**config.mk**
```make
export PLATFORM = sky130hd
export DESIGN_NAME = vvfc_ctrl
export DESIGN_NICKNAME = d
export VERILOG_FILES = /design/src/rtl/vvfc_pkg.sv /design/src/rtl/vvfc_ctrl.sv
export SDC_FILE = /design/constraint.sdc
export NUM_CORES = 1
export LEC_CHECK = 0
export BUFFER_PORTS_ARGS = -buffer_cell sky130_fd_sc_hd__buf_2
export CORE_AREA = 2 2 39 41
export CTS_BUF_LIST = sky130_fd_sc_hd__clkbuf_16
export CTS_CLUSTER_SIZE = 14
export DETAILED_ROUTE_END_ITERATION = 7
export DIE_AREA = 0 0 41 43
export GPL_ROUTABILITY_DRIVEN = 0
export REMOVE_ABC_BUFFERS = 1
export SETUP_SLACK_MARGIN = 0.15
export SLEW_MARGIN = 5
export SYNTH_ARGS = -nofsm -noshare
export SYNTH_HDL_FRONTEND = slang
export SYNTH_SLANG_ARGS = --single-unit
```
**constraint.sdc**
```tcl
create_clock -name clock -period 1.8 [get_ports clock]
set_input_delay 0.18 -clock clock [delete_from_list [all_inputs] [get_ports clock]]
set_output_delay 0.18 -clock clock [all_outputs]
set_load 0.1 [all_outputs]
```
**src/rtl/vvfc_pkg.sv**
```systemverilog
`timescale 1ns / 1ps
// ----------------------------------------------------------------------------
// vvfc_pkg
// Shared constants, types and helpers of the voxel visible-face cull block.
// ----------------------------------------------------------------------------
package vvfc_pkg;

   localparam int GRID_X = 64;
   localparam int GRID_Y = 64;
   localparam int GRID_Z = 64;

   localparam int POS_W   = 6;
   localparam int VAL_W   = 8;
   localparam int MASK_W  = 6;
   // internal coordinates carry one extra bit so that pos + 1 never wraps
   localparam int CRD_W   = POS_W + 1;

   localparam int VOX_COUNT = GRID_X * GRID_Y * GRID_Z;
   localparam int ADDR_W    = $clog2(VOX_COUNT);

   localparam logic CMD_WRITE = 1'b0;
   localparam logic CMD_QUERY = 1'b1;

   // read / compare slots of a query
   localparam logic [2:0] SLOT_CENTER = 3'd0;
   localparam logic [2:0] SLOT_MX     = 3'd1;
   localparam logic [2:0] SLOT_MY     = 3'd2;
   localparam logic [2:0] SLOT_MZ     = 3'd3;
   localparam logic [2:0] SLOT_PX     = 3'd4;
   localparam logic [2:0] SLOT_PY     = 3'd5;
   localparam logic [2:0] SLOT_PZ     = 3'd6;

   typedef struct packed {
      logic       load_req;
      logic       clr_we;
      logic       vox_we;
      logic       mem_re;
      logic [2:0] rd_slot;
      logic       cmp_en;
      logic [2:0] cmp_slot;
      logic       rsp_load;
   } vvfc_cmd_type;

   typedef struct packed {
      logic clr_last;
      logic rsp_free;
   } vvfc_status_type;

   function automatic logic [ADDR_W-1:0] vox_addr(input logic [CRD_W-1:0] x,
                                                  input logic [CRD_W-1:0] y,
                                                  input logic [CRD_W-1:0] z);
      logic [31:0] t;
      t = (32'(x) * 32'(GRID_Y) + 32'(y)) * 32'(GRID_Z) + 32'(z);
      return t[ADDR_W-1:0];
   endfunction

endpackage

```
**src/rtl/vvfc_ctrl.sv**
```systemverilog
`timescale 1ns / 1ps
// ----------------------------------------------------------------------------
// vvfc_ctrl
// Sequencer: clearing sweep, write, seven-read query, response hand-off.
// ----------------------------------------------------------------------------
module vvfc_ctrl
   import vvfc_pkg::*;
(
   input  logic            clock,
   input  logic            reset,
   input  logic            req_valid,
   input  logic            req_cmd,
   output logic            req_ready,
   input  vvfc_status_type status,
   output vvfc_cmd_type    cmd
);

   typedef enum logic [2:0] {
      ST_CLEAR,
      ST_IDLE,
      ST_WRITE,
      ST_READ,
      ST_CMP,
      ST_RESP
   } state_type;

   state_type  state_ff;
   logic [2:0] step_ff;

   assign req_ready = (state_ff == ST_IDLE);

   always_comb begin
      cmd = '0;
      unique case (state_ff)
         ST_CLEAR: cmd.clr_we = 1'b1;
         ST_IDLE:  cmd.load_req = req_valid;
         ST_WRITE: cmd.vox_we = 1'b1;
         ST_READ: begin
            cmd.mem_re   = 1'b1;
            cmd.rd_slot  = step_ff;
            cmd.cmp_en   = (step_ff != SLOT_CENTER);
            cmd.cmp_slot = step_ff - 3'd1;
         end
         ST_CMP: begin
            cmd.cmp_en   = 1'b1;
            cmd.cmp_slot = SLOT_PZ;
         end
         ST_RESP:  cmd.rsp_load = status.rsp_free;
         default:  cmd = '0;
      endcase
   end

   always_ff @(posedge clock) begin
      if (reset) begin
         state_ff <= ST_CLEAR;
         step_ff  <= '0;
      end else begin
         unique case (state_ff)
            ST_CLEAR: begin
               if (status.clr_last) state_ff <= ST_IDLE;
            end
            ST_IDLE: begin
               step_ff <= SLOT_CENTER;
               if (req_valid) begin
                  state_ff <= (req_cmd == CMD_QUERY) ? ST_READ : ST_WRITE;
               end
            end
            ST_WRITE: state_ff <= ST_IDLE;
            ST_READ: begin
               step_ff <= step_ff + 3'd1;
               if (step_ff == SLOT_PZ) state_ff <= ST_CMP;
            end
            ST_CMP:   state_ff <= ST_RESP;
            ST_RESP: begin
               if (status.rsp_free) state_ff <= ST_IDLE;
            end
            default:  state_ff <= ST_CLEAR;
         endcase
      end
   end

endmodule

```
After elaboration in Yosys (flattened, before gate mapping):

Index checks and enable logic that the tools add are counted.

* input bits: 6
* logic and storage cells: 31
* register bits: 6
* output and inout bits: 13

* equal/unequal tests: 10
* add/subtract/negate cells: 2
* muxes and demuxes: 13
* reductions and logical operators: 4

Operator list (number)
* 3-bit one-hot mux with 6 select lines: 1
* 3-bit 2-to-1 mux: 4
* 3-bit equality test (second input constant): 3
* 2-bit != test (second input constant): 4
* 4-bit one-hot mux with 2 select lines: 1
* 3-bit by 2-bit equality test with 1-bit output (second input constant): 2
* 3-bit one-hot mux with 2 select lines: 1
* 1-bit 2-to-1 mux: 5
* 4-bit 2-to-1 mux: 1
* 4-bit AND reduction: 1
* 3-bit by 1-bit adder with 3-bit output (second input constant): 1
* 3-bit by 1-bit equality test with 1-bit output (second input constant): 1
* 3-bit zero test: 1
* 3-bit nonzero test: 1
* 3-bit by 1-bit subtractor with 3-bit output (second input constant): 1
* 2-bit nonzero test: 1

Logic depth before layout (Yosys ltp):

* depth in word-level cells: 3
* depth in mapped cells: 5
* gate-level depth less buffers: 5

Worst setup path after synthesis:

No wires, ideal clock.

* path kind: register -> register
* from: register state_ff[0]
* to: register state_ff[0]
* arrival: 3.011 ns
* path slack: -1.331 ns
* period minus slack after synthesis: 3.131 ns
* data required time: 1.680 ns
* stages on the path, launching flop included: 5
* path buffers: 1
* setup time: 0.120 ns
* cell sequence: dfxtp_1 -> buf_4 -> nor3_1 -> a221o_1 -> a21oi_1

* cells in the longest elaborated chain, start to end: 3
* elaborated cells between the ends (all ways): 12
* classes of those cells: eq/ne (9); mux (1); reduce/logical (2)

RTL lines
* start, declared: line vvfc_ctrl.sv:27 `state_type state_ff;`
* start signal, assigned: line vvfc_ctrl.sv:65 `state_ff <= (req_cmd == CMD_QUERY) ? ST_READ : ST_WRITE;`
* 3-bit by 2-bit equality test with 1-bit output, or another cell as far along: line vvfc_ctrl.sv:58 `unique case (state_ff)`
* 2-bit != test (no source line)
* 4-bit AND reduction (no source line)

Parallel ways exist; a longest one is shown, timed or not.
A chain may end at the register's enable or synchronous reset.

==> summary.md <==
| Metric | Value |
|---|---|
| Status | finished clean |
| EDFF count, synth | 0 |
| Setup CP Type | flop to output pin |
| Fill count | 132 |
| Leak pwr | around 0.34 nW |
| Setup crit start kind | flop |
| Yosys warning count | 0 |
| Worst skew pair latency | 220 ps |
| Post-CTS setup buffers | 0 |
| Share of the synthesized area in the top cell type | a little over a quarter |
| P&R area growth vs syn | 59.7% |
| Clk_skew | 2.36 ps |
| Die area | 0.00176 sq mm |
| Ys async rst share | 0% |
| GRT Total Usage | 11.9% |
| Synth area leader | dfxtp_1 |
| Max Slew Vio Count | 0 |
| Via count | 446 |
| Row count | 14 |
| VDD IR-drop max | 0.960 mV |
| Synth Flop Type | dfxtp_1 |
| Hold Slack | 193 ps |
| CP arrival | between 1000 and 1500 ps |
| Tcrit/Tclk final | a little under 90% |
| Cell Pwr Density | around 850 mW/mm^2 |
| Pre-Repair DR Iteration Count | 3 |
| Largest cells by area after synthesis | dfxtp_1 (26%), ha_1 (11%), a21oi_1 (4.4%) |
| Total Wirelength | 945 um |
| Count leader, synth | dfxtp_1 |
| Gr ovfl total | 0 |
| Starting density of the core | 33.0% |
| Clock sinks | 6 |
| Largest stage delay on the critical path | 370 ps |
| Clock Pin Slew Worst Setup and Hold Paths | ~30 ps |
| Vias per cell | 4.96 |
| Most common library cells after synthesis | dfxtp_1 (6), inv_1 (5) |
| Nature of the critical path endpoint | output pin |
| PnR worst setup slack | 200 ps |
| Initial antenna violation count | 0 |
| First-pass GRT wire length | 1.53 mm |
| Pre-CTS WS | 279 ps |
| Fmax | 625 MHz |
| Clock Tree Buf Depth | 2 |
| Yosys cell types | 26 |
| Largest fanout on the critical path | 4 |
| Reg2reg setup slack | 620 ps |
| Core Area | 0.00138 sq mm |
| Min Tclk post-route | 1600 ps |
| Die X | 41 um |
| CTS tree | done |
| Largest net degree at the start of global routing | 15 |
| Antenna Nets Post-Route | 0 |
| IO Port Bufs | 18 |
| Req. time, crit path | about 1600 ps |
| Synthesized cell area | 457 sq um |
| Synth Register Bits | 6 |
| Fin util | 52.7% |
| Die height | about 43 um |
| Finish-stage setup viols | 0 |
| Crit path cell chain | inv_1, ha_1, o21ai_2, buf_12 |
| Io pins | 19 |
| Worst Setup SP | step_ff[0] |
| Hold Path Class | primary input to flop |
| Root Buffer | clkbuf_16 |
| Layout cells sized above 1 | 41.9% |
| Slew margin rel. | 67.8% |
| Wire per inst | roughly 11 um |
| MaxCap Viol Count | 0 |
| Vias in the first global route | 352 |
| Slew @ Worst Pin | 487 ps |
| Initial DRC Count | 11 |
| Cells after Synth | 55 |
| R2R Path Start | step_ff[0] |
| Diodes inserted | 0 |
| Worst path slowest cell | dfxtp_1 |
| Fin. Hold Viols | 0 |
| HPWL Detailed | approximately 740 um |
| Hold Crit Start | reset |
| RSZ-0062 raised after global routing | no |
| Drc violations | 0 |
| Share of the yosys chip area belonging to registers | between 20% and 30% |
| Syn_area_per_cell | 8.30 sq um |
| Final layout net count | between 80 and 90 |
| Num CTS Buffers | 3 |
| H-tree levels | 1 |
## cells by family (layout without fill, tap and decap cells)
kind of cell / count (synthesis) / count (layout) / synth area share (%)
buffers and inverters: 8 / 27 / 8.49
AND/OR/NAND/NOR: 24 / 24 / 36.2
flip-flops: 6 / 6 / 26.3
AO/OA/AOI/OAI: 11 / 11 / 14.0
XOR/XNOR: 1 / 1 / 1.92
multiplexers: 1 / 1 / 2.19
adder cells (fa/ha/maj): 4 / 4 / 11.0
## critical path, delay by kind of cell (launching register included)
kind            cells  cell delay [ps]
compound gates      1              190
flops               1              370
buf+inv             2              300
fa+ha+maj           1              340
## state kept, by name (all words and copies together), names as in the netlist
| register | count |
|---|---|
| state_ff | 3 |
| step_ff | 3 |
## power by group
part           internal [W]  switching (W)
clock network      0.000284      0.0000647
logic             0.0000312      0.0000893
registers          0.000138      0.0000110
## area by class of cell
cell class	count	area (sq um)	share of cell area, %
clock buffer	3	75.1	10.3
inverter	5	18.8	2.57
multi-input combinational	41	309	42.4
sequential	6	124	17.0
tap	16	20.0	2.74
timing repair buffer	19	183	25.0
## through the flow
step	power [W]	setup TNS (ps)	instances	cell area, sq um
floorplan	0.000239	-10560	52	437
global placement	0.000268	0	87	629
detailed placement	0.000268	0	87	629
CTS	0.000623	0	90	709
global route	0.000644	0	90	729
finish	0.000619	0	90	729
## path summary, 6_finish.rpt
kind,cells after the start,end
worst max-delay path,4,cmd[2]
worst min-delay path,2,state_ff[2]
worst max register to register,4,state_ff[0]
worst min register to register,2,step_ff[1]
## metal layers
layer  track usage, %  vias to the layer above  wire length, um
li1                 -                      229                -
met1             16.9                      210              451
met2             18.8                        7              468
met3             1.57                        0               24
met4             2.00                        0                0
met5                0                        -                0
## placed cells by master, fill, tap and decap left out
master | Yosys | layout
a21oi_1 | 4 | 4
a221o_1 | 1 | 1
a31o_2 | 1 | 1
and2_1 | 1 | 1
and4b_1 | 1 | 1
buf_12 | 0 | 5
buf_2 | 1 | 9
buf_4 | 2 | 2
clkbuf_16 | 0 | 3
clkbuf_4 | 0 | 3
dfxtp_1 | 6 | 3
dfxtp_2 | 0 | 3
ha_1 | 4 | 4
inv_1 | 5 | 5
mux2i_1 | 1 | 1
nand2_1 | 2 | 2
nand2b_1 | 1 | 1
nand3_1 | 3 | 3
nand3b_1 | 1 | 1
nand3b_4 | 1 | 1
nand4b_1 | 1 | 1
nor2_1 | 4 | 4
nor2b_1 | 3 | 3
nor3_1 | 2 | 2
nor3b_1 | 2 | 2
nor4bb_2 | 1 | 1
o21ai_0 | 4 | 1
o21ai_1 | 1 | 1
o21ai_2 | 0 | 3
or3b_1 | 1 | 1
xnor2_1 | 1 | 1
## what timing repair did
action / in CTS / in global routing
gates resized for setup: 6 / 7
hold buffers: 0 / 0
setup endpoints to repair: 8 / 9
Note: power is estimated with default switching activity, not from simulation.
